[config.mk]
export PLATFORM = sky130hd
export DESIGN_NAME = circle_point_generator_flat
export DESIGN_NICKNAME = d
export VERILOG_FILES = /design/src/cpg_pkg.sv /design/src/cpg_in_if.sv /design/src/cpg_out_if.sv /design/src/cpg_fifo.sv /design/src/cpg_front.sv /design/src/cpg_back.sv /design/src/circle_point_generator.sv /design/src/flat_wrapper.sv
export SDC_FILE = /design/constraint.sdc
export NUM_CORES = 1
export LEC_CHECK = 0
export BUFFER_PORTS_ARGS = -buffer_cell sky130_fd_sc_hd__buf_2
export CELL_PAD_IN_SITES_DETAIL_PLACEMENT = 1
export CELL_PAD_IN_SITES_GLOBAL_PLACEMENT = 2
export CORE_ASPECT_RATIO = 1.25
export CORE_MARGIN = 5
export CORE_UTILIZATION = 38
export CTS_CLUSTER_SIZE = 30
export DETAILED_ROUTE_END_ITERATION = 10
export PLACE_DENSITY_LB_ADDON = 0.1
export SETUP_SLACK_MARGIN = 0.4
export SYNTH_ARGS = -nofsm -noshare
export SYNTH_HDL_FRONTEND = slang
export SYNTH_SLANG_ARGS = --single-unit
[constraint.sdc]
create_clock -name clk_i -period 4.85 [get_ports clk_i]
set_input_delay 0.2425 -clock clk_i [delete_from_list [all_inputs] [get_ports clk_i]]
set_output_delay 0.2425 -clock clk_i [all_outputs]
set_load 0.02 [all_outputs]
[src/cpg_pkg.sv]
// ----------------------------------------------------------------------------
// Circle point generator package
// Shared constants and the queue status type.
// ----------------------------------------------------------------------------
`timescale 1ns / 1ps
`default_nettype none

package cpg_pkg;

  localparam int unsigned GROUP_POINTS = 8;
  localparam int unsigned IDX_BITS     = $clog2(GROUP_POINTS);

  typedef struct packed {
    logic full;
    logic empty;
  } q_status_t;

endpackage

`default_nettype wire

[src/cpg_in_if.sv]
// ----------------------------------------------------------------------------
// Circle request channel
// Valid/ready channel that carries one start or continue request.
// ----------------------------------------------------------------------------
`timescale 1ns / 1ps
`default_nettype none

interface cpg_in_if #(
  parameter int unsigned COORD_BITS  = 12,
  parameter int unsigned RADIUS_BITS = 10
);
  logic                          valid;
  logic                          ready;
  logic                          start_req;
  logic signed [COORD_BITS-1:0]  center_x;
  logic signed [COORD_BITS-1:0]  center_y;
  logic        [RADIUS_BITS-1:0] radius;

  modport source (output valid, start_req, center_x, center_y, radius, input ready);
  modport sink   (input valid, start_req, center_x, center_y, radius, output ready);
endinterface

`default_nettype wire

[src/cpg_out_if.sv]
// ----------------------------------------------------------------------------
// Circle point channel
// Valid/ready channel that carries one rasterized point.
// ----------------------------------------------------------------------------
`timescale 1ns / 1ps
`default_nettype none

interface cpg_out_if #(
  parameter int unsigned COORD_BITS = 12
);
  logic                        valid;
  logic                        ready;
  logic signed [COORD_BITS:0]  point_x;
  logic signed [COORD_BITS:0]  point_y;
  logic                        last_of_group;
  logic                        circle_done;

  modport source (output valid, point_x, point_y, last_of_group, circle_done, input ready);
  modport sink   (input valid, point_x, point_y, last_of_group, circle_done, output ready);
endinterface

`default_nettype wire

[src/cpg_fifo.sv]
// ----------------------------------------------------------------------------
// Group queue
// Two-entry queue of iteration records between the stepper and the emitter.
// ----------------------------------------------------------------------------
`timescale 1ns / 1ps
`default_nettype none

module cpg_fifo #(
  parameter int unsigned WIDTH = 47
) (
  input  wire logic             clk_i,
  input  wire logic             rst_ni,
  input  wire logic             push_i,
  input  wire logic [WIDTH-1:0] wdata_i,
  input  wire logic             pop_i,
  output logic      [WIDTH-1:0] rdata_o,
  output cpg_pkg::q_status_t    status_o
);

  logic [WIDTH-1:0] mem_q [2];
  logic             wptr_q, wptr_d;
  logic             rptr_q, rptr_d;
  logic [1:0]       count_q, count_d;

  always_comb begin
    wptr_d  = push_i ? ~wptr_q : wptr_q;
    rptr_d  = pop_i ? ~rptr_q : rptr_q;
    count_d = count_q + 2'(push_i) - 2'(pop_i);
  end

  always_ff @(posedge clk_i or negedge rst_ni) begin
    if (!rst_ni) begin
      wptr_q  <= 1'b0;
      rptr_q  <= 1'b0;
      count_q <= 2'd0;
    end else begin
      wptr_q  <= wptr_d;
      rptr_q  <= rptr_d;
      count_q <= count_d;
    end
  end

  always_ff @(posedge clk_i) begin
    if (push_i) begin
      mem_q[wptr_q] <= wdata_i;
    end
  end

  assign rdata_o         = mem_q[rptr_q];
  assign status_o.full   = (count_q == 2'd2);
  assign status_o.empty  = (count_q == 2'd0);

endmodule

`default_nettype wire

[src/cpg_front.sv]
// ----------------------------------------------------------------------------
// Circle stepper
// Accepts requests, holds the circle state and runs one midpoint iteration
// per request, queueing the iteration record for the emitter when it steps.
// ----------------------------------------------------------------------------
`timescale 1ns / 1ps
`default_nettype none

module cpg_front #(
  parameter int unsigned COORD_BITS  = 12,
  parameter int unsigned RADIUS_BITS = 10,
  localparam int unsigned STEP_BITS  = RADIUS_BITS + 1,
  localparam int unsigned DEC_BITS   = RADIUS_BITS + 6,
  localparam int unsigned REC_BITS   = 2 * COORD_BITS + 2 * STEP_BITS + 1
) (
  input  wire logic                clk_i,
  input  wire logic                rst_ni,
  cpg_in_if.sink                   in_i,
  input  cpg_pkg::q_status_t       q_status_i,
  output logic                     push_o,
  output logic     [REC_BITS-1:0]  rec_o
);

  logic signed [COORD_BITS-1:0] cx_q, cx_d;
  logic signed [COORD_BITS-1:0] cy_q, cy_d;
  logic        [STEP_BITS-1:0]  x_q, x_d;
  logic        [STEP_BITS-1:0]  y_q, y_d;
  logic signed [DEC_BITS-1:0]   d_q, d_d;

  logic                         accept;
  logic                         step;
  logic        [STEP_BITS-1:0]  x_eff, y_eff, y_next, x_next;
  logic signed [DEC_BITS-1:0]   d_eff, d_next, x_ext, y_ext;
  logic                         done;

  assign in_i.ready = ~q_status_i.full;
  assign accept     = in_i.valid & in_i.ready;

  always_comb begin
    if (in_i.start_req) begin
      x_eff = '0;
      y_eff = STEP_BITS'(in_i.radius);
      d_eff = DEC_BITS'(3) - (DEC_BITS'(in_i.radius) <<< 1);
      cx_d  = in_i.center_x;
      cy_d  = in_i.center_y;
    end else begin
      x_eff = x_q;
      y_eff = y_q;
      d_eff = d_q;
      cx_d  = cx_q;
      cy_d  = cy_q;
    end
    step  = (x_eff < y_eff);
    x_ext = DEC_BITS'(x_eff);
    y_ext = DEC_BITS'(y_eff);
    if (!d_eff[DEC_BITS-1]) begin
      d_next = d_eff + ((x_ext - y_ext) <<< 2) + DEC_BITS'(10);
      y_next = y_eff - STEP_BITS'(1);
    end else begin
      d_next = d_eff + (x_ext <<< 2) + DEC_BITS'(6);
      y_next = y_eff;
    end
    x_next = x_eff + STEP_BITS'(1);
    done   = ~(x_next < y_next);
    if (step) begin
      x_d = x_next;
      y_d = y_next;
      d_d = d_next;
    end else begin
      x_d = x_eff;
      y_d = y_eff;
      d_d = d_eff;
    end
  end

  always_ff @(posedge clk_i or negedge rst_ni) begin
    if (!rst_ni) begin
      cx_q <= '0;
      cy_q <= '0;
      x_q  <= '0;
      y_q  <= '0;
      d_q  <= '0;
    end else if (accept) begin
      cx_q <= cx_d;
      cy_q <= cy_d;
      x_q  <= x_d;
      y_q  <= y_d;
      d_q  <= d_d;
    end
  end

  assign push_o = accept & step;
  assign rec_o  = {done, y_eff, x_eff, cy_d, cx_d};

  a_no_overflow : assert property (@(posedge clk_i) disable iff (!rst_ni)
    push_o |-> !q_status_i.full)
    else $error("Group record pushed into a full queue.");

endmodule

`default_nettype wire

[src/cpg_back.sv]
// ----------------------------------------------------------------------------
// Point emitter
// Takes iteration records from the queue and sends their eight symmetric
// points, one per cycle while the point channel is ready, through an output register.
// ----------------------------------------------------------------------------
`timescale 1ns / 1ps
`default_nettype none

module cpg_back #(
  parameter int unsigned COORD_BITS  = 12,
  parameter int unsigned RADIUS_BITS = 10,
  localparam int unsigned STEP_BITS  = RADIUS_BITS + 1,
  localparam int unsigned REC_BITS   = 2 * COORD_BITS + 2 * STEP_BITS + 1,
  localparam int unsigned PT_BITS    = COORD_BITS + RADIUS_BITS + 2
) (
  input  wire logic                clk_i,
  input  wire logic                rst_ni,
  input  wire logic [REC_BITS-1:0] rec_i,
  input  cpg_pkg::q_status_t       q_status_i,
  output logic                     pop_o,
  cpg_out_if.source                out_o
);

  logic signed [COORD_BITS-1:0]        cx_q, cy_q;
  logic        [STEP_BITS-1:0]         x_q, y_q;
  logic                                done_q;
  logic                                active_q;
  logic        [cpg_pkg::IDX_BITS-1:0] idx_q;

  logic                                ov_q;
  logic signed [COORD_BITS:0]          px_q, py_q;
  logic                                last_q, cdone_q;

  logic                                emit;
  logic                                last_idx;
  logic        [STEP_BITS-1:0]         a_val, b_val;
  logic signed [PT_BITS-1:0]           cx_ext, cy_ext, a_ext, b_ext, sum_x, sum_y;

  assign last_idx = (idx_q == cpg_pkg::IDX_BITS'(cpg_pkg::GROUP_POINTS - 1));
  assign emit     = active_q & (~ov_q | out_o.ready);
  assign pop_o    = ~q_status_i.empty & (~active_q | (emit & last_idx));

  always_comb begin
    a_val  = idx_q[2] ? y_q : x_q;
    b_val  = idx_q[2] ? x_q : y_q;
    cx_ext = PT_BITS'(cx_q);
    cy_ext = PT_BITS'(cy_q);
    a_ext  = PT_BITS'(a_val);
    b_ext  = PT_BITS'(b_val);
    sum_x  = idx_q[1] ? (cx_ext - a_ext) : (cx_ext + a_ext);
    sum_y  = idx_q[0] ? (cy_ext - b_ext) : (cy_ext + b_ext);
  end

  always_ff @(posedge clk_i or negedge rst_ni) begin
    if (!rst_ni) begin
      active_q <= 1'b0;
      idx_q    <= '0;
      ov_q     <= 1'b0;
    end else begin
      if (pop_o) begin
        active_q <= 1'b1;
        idx_q    <= '0;
      end else if (emit) begin
        if (last_idx) begin
          active_q <= 1'b0;
          idx_q    <= '0;
        end else begin
          idx_q <= idx_q + cpg_pkg::IDX_BITS'(1);
        end
      end
      if (emit) begin
        ov_q <= 1'b1;
      end else if (out_o.ready) begin
        ov_q <= 1'b0;
      end
    end
  end

  always_ff @(posedge clk_i) begin
    if (pop_o) begin
      {done_q, y_q, x_q, cy_q, cx_q} <= rec_i;
    end
    if (emit) begin
      px_q    <= sum_x[COORD_BITS:0];
      py_q    <= sum_y[COORD_BITS:0];
      last_q  <= last_idx;
      cdone_q <= last_idx & done_q;
    end
  end

  assign out_o.valid         = ov_q;
  assign out_o.point_x       = px_q;
  assign out_o.point_y       = py_q;
  assign out_o.last_of_group = last_q;
  assign out_o.circle_done   = cdone_q;

  a_pop_nonempty : assert property (@(posedge clk_i) disable iff (!rst_ni)
    pop_o |-> !q_status_i.empty)
    else $error("Group record popped from an empty queue.");

  a_idle_index : assert property (@(posedge clk_i) disable iff (!rst_ni)
    !active_q |-> (idx_q == '0))
    else $error("Point index is nonzero while no group is active.");

  a_done_on_last : assert property (@(posedge clk_i) disable iff (!rst_ni)
    (out_o.valid && out_o.circle_done) |-> out_o.last_of_group)
    else $error("Done mark on a point that does not close its group.");

endmodule

`default_nettype wire

[src/circle_point_generator.sv]
// ----------------------------------------------------------------------------
// Circle point generator
// Midpoint circle rasterizer: each request runs one iteration and, if it
// steps, yields the eight symmetric points of that iteration.
// ----------------------------------------------------------------------------
// Channel | Dir | Request carries                              | Per request
// in_i    | in  | start_req, center_x, center_y, radius        | one iteration
// out_o   | out | point_x, point_y, last_of_group, circle_done | 0 or 8 points
//
// A request is stepped in the cycle it is taken; its eight points then leave
// the emitter one per cycle while the point channel is ready.
// A two-entry group queue lets the stepper take requests while points drain.
// Reset clears the held center, the loop variables and the decision value.
// A stalled point channel stalls the emitter, then fills the queue.
// ----------------------------------------------------------------------------
`timescale 1ns / 1ps
`default_nettype none

module circle_point_generator #(
  parameter int unsigned COORD_BITS  = 12,
  parameter int unsigned RADIUS_BITS = 10
) (
  input  wire logic clk_i,
  input  wire logic rst_ni,
  cpg_in_if.sink    in_i,
  cpg_out_if.source out_o
);

  localparam int unsigned REC_BITS = 2 * COORD_BITS + 2 * (RADIUS_BITS + 1) + 1;

  logic                  push;
  logic                  pop;
  logic [REC_BITS-1:0]   wrec;
  logic [REC_BITS-1:0]   rrec;
  cpg_pkg::q_status_t    q_status;

  cpg_front #(
    .COORD_BITS  (COORD_BITS),
    .RADIUS_BITS (RADIUS_BITS)
  ) u_front (
    .clk_i      (clk_i),
    .rst_ni     (rst_ni),
    .in_i       (in_i),
    .q_status_i (q_status),
    .push_o     (push),
    .rec_o      (wrec)
  );

  cpg_fifo #(
    .WIDTH (REC_BITS)
  ) u_fifo (
    .clk_i    (clk_i),
    .rst_ni   (rst_ni),
    .push_i   (push),
    .wdata_i  (wrec),
    .pop_i    (pop),
    .rdata_o  (rrec),
    .status_o (q_status)
  );

  cpg_back #(
    .COORD_BITS  (COORD_BITS),
    .RADIUS_BITS (RADIUS_BITS)
  ) u_back (
    .clk_i      (clk_i),
    .rst_ni     (rst_ni),
    .rec_i      (rrec),
    .q_status_i (q_status),
    .pop_o      (pop),
    .out_o      (out_o)
  );

endmodule

`default_nettype wire
[src/flat_wrapper.sv]
// flat-port wrapper written by rule: the top's interface ports become plain ports
module circle_point_generator_flat 
#(
  parameter int unsigned COORD_BITS  = 12,
  parameter int unsigned RADIUS_BITS = 10
)
  (clk_i, rst_ni, in_i_valid, in_i_start_req, in_i_center_x, in_i_center_y, in_i_radius, in_i_ready, out_o_valid, out_o_point_x, out_o_point_y, out_o_last_of_group, out_o_circle_done, out_o_ready);
  cpg_in_if #(.COORD_BITS(COORD_BITS), .RADIUS_BITS(RADIUS_BITS)) in_i_i ();
  cpg_out_if #(.COORD_BITS(COORD_BITS)) out_o_i ();
  input  wire logic clk_i;
  input  wire logic rst_ni;
  input wire logic [$bits(in_i_i.valid)-1:0] in_i_valid;
  input wire logic [$bits(in_i_i.start_req)-1:0] in_i_start_req;
  input wire logic [$bits(in_i_i.center_x)-1:0] in_i_center_x;
  input wire logic [$bits(in_i_i.center_y)-1:0] in_i_center_y;
  input wire logic [$bits(in_i_i.radius)-1:0] in_i_radius;
  output wire logic [$bits(in_i_i.ready)-1:0] in_i_ready;
  output wire logic [$bits(out_o_i.valid)-1:0] out_o_valid;
  output wire logic [$bits(out_o_i.point_x)-1:0] out_o_point_x;
  output wire logic [$bits(out_o_i.point_y)-1:0] out_o_point_y;
  output wire logic [$bits(out_o_i.last_of_group)-1:0] out_o_last_of_group;
  output wire logic [$bits(out_o_i.circle_done)-1:0] out_o_circle_done;
  input wire logic [$bits(out_o_i.ready)-1:0] out_o_ready;
  assign in_i_i.valid = in_i_valid;
  assign in_i_i.start_req = in_i_start_req;
  assign in_i_i.center_x = in_i_center_x;
  assign in_i_i.center_y = in_i_center_y;
  assign in_i_i.radius = in_i_radius;
  assign in_i_ready = in_i_i.ready;
  assign out_o_valid = out_o_i.valid;
  assign out_o_point_x = out_o_i.point_x;
  assign out_o_point_y = out_o_i.point_y;
  assign out_o_last_of_group = out_o_i.last_of_group;
  assign out_o_circle_done = out_o_i.circle_done;
  assign out_o_i.ready = out_o_ready;
  circle_point_generator #(.COORD_BITS(COORD_BITS), .RADIUS_BITS(RADIUS_BITS)) u_core (.clk_i(clk_i), .rst_ni(rst_ni), .in_i(in_i_i), .out_o(out_o_i));
endmodule
==> results of run 1 <==
[layout make-up]
| cell class | instances | area [µm²] | share of cell area (%) |
|---|---|---|---|
| inverters | 56 | 210 | 1.33 |
| repair buffers | 113 | 698 | 4.40 |
| clock inverters | 8 | 68.8 | 0.434 |
| multi-input cells | 850 | 6720 | 42.4 |
| flip-flops and latches | 239 | 6830 | 43.0 |
| clock buffers | 38 | 737 | 4.65 |
| well taps | 480 | 601 | 3.79 |
[through the flow]
stage / cell area (µm²) / cells / setup slack (ps) / power, W / util [%]
floorplan: 13800 / 1185 / 418 / 0.00686 / -
global route: 15900 / 1784 / 338 / 0.0110 / 43.9
detailed placement: 14800 / 1728 / 144 / 0.00821 / 41.1
finish: 15900 / 1784 / 545 / 0.0102 / 43.9
global placement: 14800 / 1728 / 232 / 0.00808 / 41.1
CTS: 15700 / 1780 / 392 / 0.0102 / 43.6
[layout by cell type, fill, tap and decap left out, types with 4 or more instances in the layout]
master / n
a211oi_1: 9
a21o_1: 22
a21oi_1: 54
a22o_1: 5
a31oi_1: 10
and2_1: 8
and3_1: 6
buf_2: 66
buf_4: 45
clkbuf_1: 9
clkbuf_16: 27
dfrtp_1: 69
edfxtp_1: 169
fa_1: 4
ha_1: 94
ha_4: 4
inv_1: 52
inv_2: 4
mux2_2: 104
mux2i_1: 30
nand2_1: 95
nand2b_1: 21
nand3_1: 14
nand4_1: 5
nor2_1: 62
nor2b_1: 17
nor3_1: 18
nor3_2: 4
o211ai_1: 7
o21a_1: 5
o21ai_0: 42
o21ai_1: 25
o22ai_1: 4
or3_1: 4
xnor2_1: 63
xor2_1: 42
[repair_timing]
| item | 4_1_cts | 5_1_grt |
|---|---|---|
| setup buffers | 5 | 4 |
| pin swaps | 11 | 24 |
| endpoints found under the hold margin | 33 | 0 |
| resized for setup | 9 | 19 |
| endpoints found under the setup margin | 2 | 3 |
| hold buffers | 1 | 0 |
[kinds of logic (layout without fill, tap and decap cells)]
logic type	after synthesis	in the layout
xor+xnor	105	105
compound gates	226	226
buf+inv	96	215
flops	239	239
simple gates	277	277
fa+ha+maj	106	106
mux	136	136
[worst paths after layout]
| path | end | start | slack, ps |
|---|---|---|---|
| setup / recovery | u_core.u_front.d_q[15] | u_core.u_front.y_q[0] | 550 |
| hold / removal | u_core.u_fifo.mem_q[0][9] | in_i_center_x[9] | 40 |
| setup reg to reg | u_core.u_front.d_q[15] | u_core.u_front.y_q[0] | 550 |
| hold reg to reg | u_core.u_front.d_q[7] | u_core.u_front.d_q[7] | 480 |
| max in group asynchronous | u_core.u_fifo.rptr_q | rst_ni | 3550 |
| min in group asynchronous | u_core.u_front.d_q[1] | rst_ni | 230 |
[worst max-delay path, cell delays in order (launching register included)]
cell	delay [ps]
dfrtp_1	350
mux2i_1	90
inv_1	100
ha_2	180
inv_2	40
fa_2	360
a21oi_4	210
nor2_4	50
a2bb2oi_2	170
o41ai_4	110
buf_4	170
a21oi_4	160
a21boi_2	170
ha_1	260
ha_4	290
and2_4	140
o211ai_1	120
a211o_1	330
o311a_1	350
xor2_1	130
o22ai_1	80
a221o_1	300
[sequential cells by signal (all words and copies together) (netlist names)]
signal	cells
u_core.u_back.active_q	1
u_core.u_back.cx_q	12
u_core.u_back.cy_q	12
u_core.u_back.done_q	1
u_core.u_back.idx_q	3
u_core.u_back.out_o.circle_done	1
u_core.u_back.out_o.last_of_group	1
u_core.u_back.out_o.point_x	13
u_core.u_back.out_o.point_y	13
u_core.u_back.out_o.valid	1
u_core.u_back.x_q	11
u_core.u_back.y_q	11
u_core.u_fifo.count_q	2
u_core.u_fifo.mem_q	94
u_core.u_fifo.rptr_q	1
u_core.u_fifo.wptr_q	1
u_core.u_front.cx_q	12
u_core.u_front.cy_q	12
u_core.u_front.d_q	15
u_core.u_front.x_q	11
u_core.u_front.y_q	11
[routing by layer]
metal	track usage [%]	up-vias	wire length, µm
li1	-	4499	-
met1	20.2	4549	14600
met2	32.1	104	18100
met3	2.07	36	933
met4	4.88	0	803
met5	0	-	0
[where the power goes]
| group | switching [W] | internal, W |
|---|---|---|
| combinational | 0.00272 | 0.00220 |
| clock | 0.000796 | 0.00110 |
| sequential | 0.000299 | 0.00306 |
==> metrics.md, run 1 <==
| Metric | Value |
|---|---|
| Status | complete, no violations |
| Die Span Y | 223 µm |
| Crit share post-route | ~89% |
| CTS Buf Count | 26 |
| Clock slew at reported path FFs | 60 ps |
| Max-cap violation count | 0 |
| Main flop type after synthesis | edfxtp_1 |
| WHS | 38.3 ps |
| WS Path Type | reg -> reg |
| Crit. End Element | flip-flop |
| Yosys top cell area share | 36.8% |
| Clock Path Buffers | 3 |
| Worst-Skew Late Latency | 540 ps |
| Top cells by count, synth | edfxtp_1, mux2_2, ha_1 |
| Final hold viol count | 0 |
| Tot GR Track Use | 17.0% |
| Clk sinks | 239 |
| Setup-failing EPs final | 0 |
| Top cells by area, synth | edfxtp_1, dfrtp_1, ha_1 |
| Synth Area in Adders | 9.88% |
| Min-delay worst type | in -> reg |
| Post-route DRC | 0 |
| Top cell type by total area after synthesis | edfxtp_1 |
| Synth unique cells | 77 |
| DRT iter0 DRCs | 242 |
| Row count | 78 |
| EDFF count, synth | 169 |
| Nets | ~1400 |
| LEAKAGE | 6.48 nW |
| Post-Syn Instances | between 1000 and 1500 |
| Data required, critical path | 5260 ps |
| Port buffer count | 68 |
| Clock Skews | 21.1 ps |
| Vias in the first global route | 10000 |
| Synth warn | 0 |
| DR pass1 iterations | 4 |
| Fillers | just under 4000 |
| Final Max Tran Viols | 0 |
| Root Driver | clkbuf_16 |
| RePlAce Congestion | 0.796 |
| Register area share after synthesis | 49.6% |
| Antenna-violating nets left | 0 |
| DR vias/cell | slightly above 5 |
| Setup_tns | 0 ps |
| Global-route wire length before repair | between 50000 and 60000 µm |
| Top-Level Pins | 69 |
| RSZ-0062 raised after global routing | yes |
| CTS tree | yes |
| Data arrival, critical path | 4720 ps |
| Die area | 40200 µm² |
| Core box area | between 30000 and 40000 µm² |
| Detailed placement HPWL | 25600 µm |
| # H-tree levels | 1 |
| Synth Area in Compound Gates | 10.5% |
| Ys async rst share | 29.3% |
| Post-synthesis simple-gate area fraction | 9.64% |
| Crit path max fanout | 3 |
| Post-synthesis net count | 1329 |
| Total gr overflow | 0 |
| Hold depth | 2 |
| Area Growth Syn to Fin | 15.1% |
| Die X | 180 µm |
| Largest net degree at the start of global routing | 52 |
| F_max | 232 MHz |
| Ant diodes | 0 |
| Via count | 9188 |
| Wire per inst | 19.3 µm |
| Count leader, synth | edfxtp_1 |
| Synthesized area | approximately 14000 µm² |
| Maximum vdd drop | 0.000281 V |
| Layout cells sized above 1 | 22.9% |
| Fraction of synthesized cell area in xor and xnor cells | under 10% |
| Largest family of logic cells by synthesized area | multiplexers |
| Initial antenna violation count | 0 |
| Routed WL | 34400 µm |
| Mux cell area share after synthesis | 10.9% |
| Fin crit period | 4300 ps |
| Number of synthesized register bits | 239 |
| Measured slew at the worst slew-check pin | 723 ps |
| Reg2reg path depth | 21 |
| Slew HR | 51.8% |
| Startpoint Class | flip-flop |
| Pwr/cell area | 641 nW/µm² |
| Avg Cell Area, Syn | 11.6 µm² |
| Starting Density | between 30% and 40% |
No activity file was read; power rests on OpenSTA's default activity.
==> inputs of run 2 (changes only) <==
--- a/config.mk
+++ b/config.mk
@@ -14,6 +14,7 @@
 export CTS_CLUSTER_SIZE = 30
 export DETAILED_ROUTE_END_ITERATION = 10
 export PLACE_DENSITY_LB_ADDON = 0.1
+export REMOVE_ABC_BUFFERS = 1
 export SETUP_SLACK_MARGIN = 0.4
 export SYNTH_ARGS = -nofsm -noshare
 export SYNTH_HDL_FRONTEND = slang
==> run 2 against run 1 <==
Against the previous run:
- fmax decreased by 1.4%
- cell count up 0.34%
- sequential power barely moved
- die area unchanged
- design area up 0.20%
- non-clock buffer count up 4
- sequential share of layout area down 0.088 points
- hold slack better by 8.7 ps
- critical path depth is 3 lower
- largest cell class unchanged
==> metrics.md, run 2 (synthesis results as in run 1) <==
| Metric | Value |
|---|---|
| Post-route DRC | 0 |
| CTS tree | yes |
| Crit path max fanout | 4 |
| RePlAce Congestion | between 0.7 and 0.8 |
| Worst-Skew Late Latency | around 540 ps |
| Setup_tns | 0 ps |
| Buf/Inv on CP | 1 |
| Largest Register | u_core.u_fifo.mem_q |
| Wire per inst | 18.9 µm |
| R2r setup slk | around 490 ps |
| Detailed placement HPWL | about 25000 µm |
| Design area | 15900 µm² |
| Status | complete, no violations |
| WHS | 47.0 ps |
| Layout cells sized above 1 | 23.1% |
| Clock slew at reported path FFs | 60 ps |
| Regs by FF count | u_core.u_fifo.mem_q: 94 flops, u_core.u_front.d_q: 15 flops |
| Fillers | 3869 |
| LEAKAGE | 6.49 nW |
| Die Span Y | about 220 µm |
| DRT iter0 DRCs | 279 |
| Top-Level Pins | 69 |
| Final hold viol count | 0 |
| Core box area | between 30000 and 40000 µm² |
| Leading cell type in the layout, fill and taps excluded | edfxtp_1 |
| Area Growth Syn to Fin | 15.4% |
| Starting Density | 38.2% |
| Vias in the first global route | 9910 |
| Data arrival, critical path | 4780 ps |
| DR pass1 iterations | 4 |
| Tot GR Track Use | ~17% |
| Power, Total | 0.0101 W |
| Initial antenna violation count | 0 |
| Largest net degree at the start of global routing | 52 |
| Data required, critical path | 5270 ps |
| Antenna-violating nets left | 0 |
| Largest stage delay on the critical path | 380 ps |
| Cell Chain, Critical Path | nor2b_1 > ha_4 > and3b_1 > o221a_2 > a221oi_2 > nor4b_2 > buf_4 > a21oi_1 > xnor2_1 > ha_1 > ha_4 > and2_4 > o211ai_1 > a211o_1 > o311a_1 > xor2_1 > o22ai_1 > a221o_1 |
| Commonest cells after routing, fill and taps aside | edfxtp_1, mux2_2, nand2_1 |
| Port buffer count | 68 |
| Maximum vdd drop | 0.000293 V |
| RSZ-0062 raised after global routing | yes |
| Clock Skews | 14.6 ps |
| WS Path Type | reg -> reg |
| Via count | slightly above 9000 |
| F_max | 229 MHz |
| Crit share post-route | 90.0% |
| Ant diodes | 0 |
| DR vias/cell | 5.12 |
| Die area | 40200 µm² |
| Clk sinks | between 200 and 250 |
| Die X | 180 µm |
| Root Driver | clkbuf_16 |
| # H-tree levels | 1 |
| Row count | 78 |
| Clock Path Buffers | 3 |
| CTS Buf Count | 26 |
| Dpl cell area | 14800 µm² |
| Max-cap violation count | 0 |
| Nets | about 1400 |
| Min-delay worst type | in -> reg |
| Slew HR | between 30% and 40% |
| Fin crit period | 4360 ps |
| Final Max Tran Viols | 0 |
| Fin worst setup slack | roughly 490 ps |
| Setup-failing EPs final | 0 |
| Global-route wire length before repair | 53700 µm |
| Crit. End Element | flip-flop |
| Routed WL | 33900 µm |
| Total gr overflow | 0 |
| Number of flip-flops in the largest register | 94 |
| Setup WS pre-CTS | between 100 and 150 ps |
| Startpoint Class | flip-flop |
| CP most frequent cell | ha_4 |
| Critical-path top delay cell | dfrtp_1 |
| Measured slew at the worst slew-check pin | 917 ps |
| Pwr/cell area | 635 nW/µm² |
| Top Family by Delay on Critical Path | compound AO/OA/AOI/OAI gates |
## run 2: changes by cell type in the layout (fill, tap and decap cells not counted), moves of 2 or more
cell,delta
nor2_2,-2
nor3_1,+2
nor3_2,-2
buf_4,+3
clkbuf_1,-2
## run 2: path summary, 6_finish.rpt
kind,startpoint,end,depth (start not counted)
max in group asynchronous,rst_ni,u_core.u_fifo.rptr_q,3
worst min-delay path,in_i_center_y[10],u_core.u_fifo.mem_q[1][22],2
worst max register to register,u_core.u_front.x_q[2],u_core.u_front.d_q[15],18
min in group asynchronous,rst_ni,u_core.u_front.d_q[1],2
worst max-delay path,u_core.u_front.x_q[2],u_core.u_front.d_q[15],18
worst min register to register,u_core.u_front.d_q[10],u_core.u_front.d_q[10],1
## run 2: per-layer routing
metal	vias to the layer above	share of wire [%]	track usage, %
met5	-	0	0
met4	0	1.8	3.88
met3	36	2.6	1.86
met2	99	54	32.7
met1	4507	41	19.1
li1	4518	-	-
## run 2: where the power goes
group / internal [W] / switching, W / total, W
Sequential: 0.00306 / 0.000294 / 0.00335
Clock: 0.00106 / 0.000814 / 0.00187
Combinational: 0.00219 / 0.00268 / 0.00487
Total: 0.00631 / 0.00378 / 0.0101
## run 2: per-stage QoR
stage / util (%) / cells
CTS: 43.6 / 1782
global placement: 41.1 / 1728
floorplan: - / 1145
finish: 44.0 / 1790
global route: 44.0 / 1790
detailed placement: 41.1 / 1728
## run 2: what timing repair did
action                                  4_1_cts  5_1_grt
hold endpoints to repair                     36        0
gates resized for setup                      10       18
hold buffers                                  2        0
pin swaps                                     8       17
endpoints found under the setup margin        2        5
buffers inserted                              4        8
## run 2: area by class of cell
type	instances	area, µm²	share of cell area (%)
Clock buffer	36	729	4.59
Clock inverter	12	75.1	0.472
Inverter	56	210	1.32
Multi-Input combinational cell	850	6720	42.3
Sequential cell	239	6830	43.0
Tap cell	480	601	3.78
Timing Repair Buffer	117	731	4.60
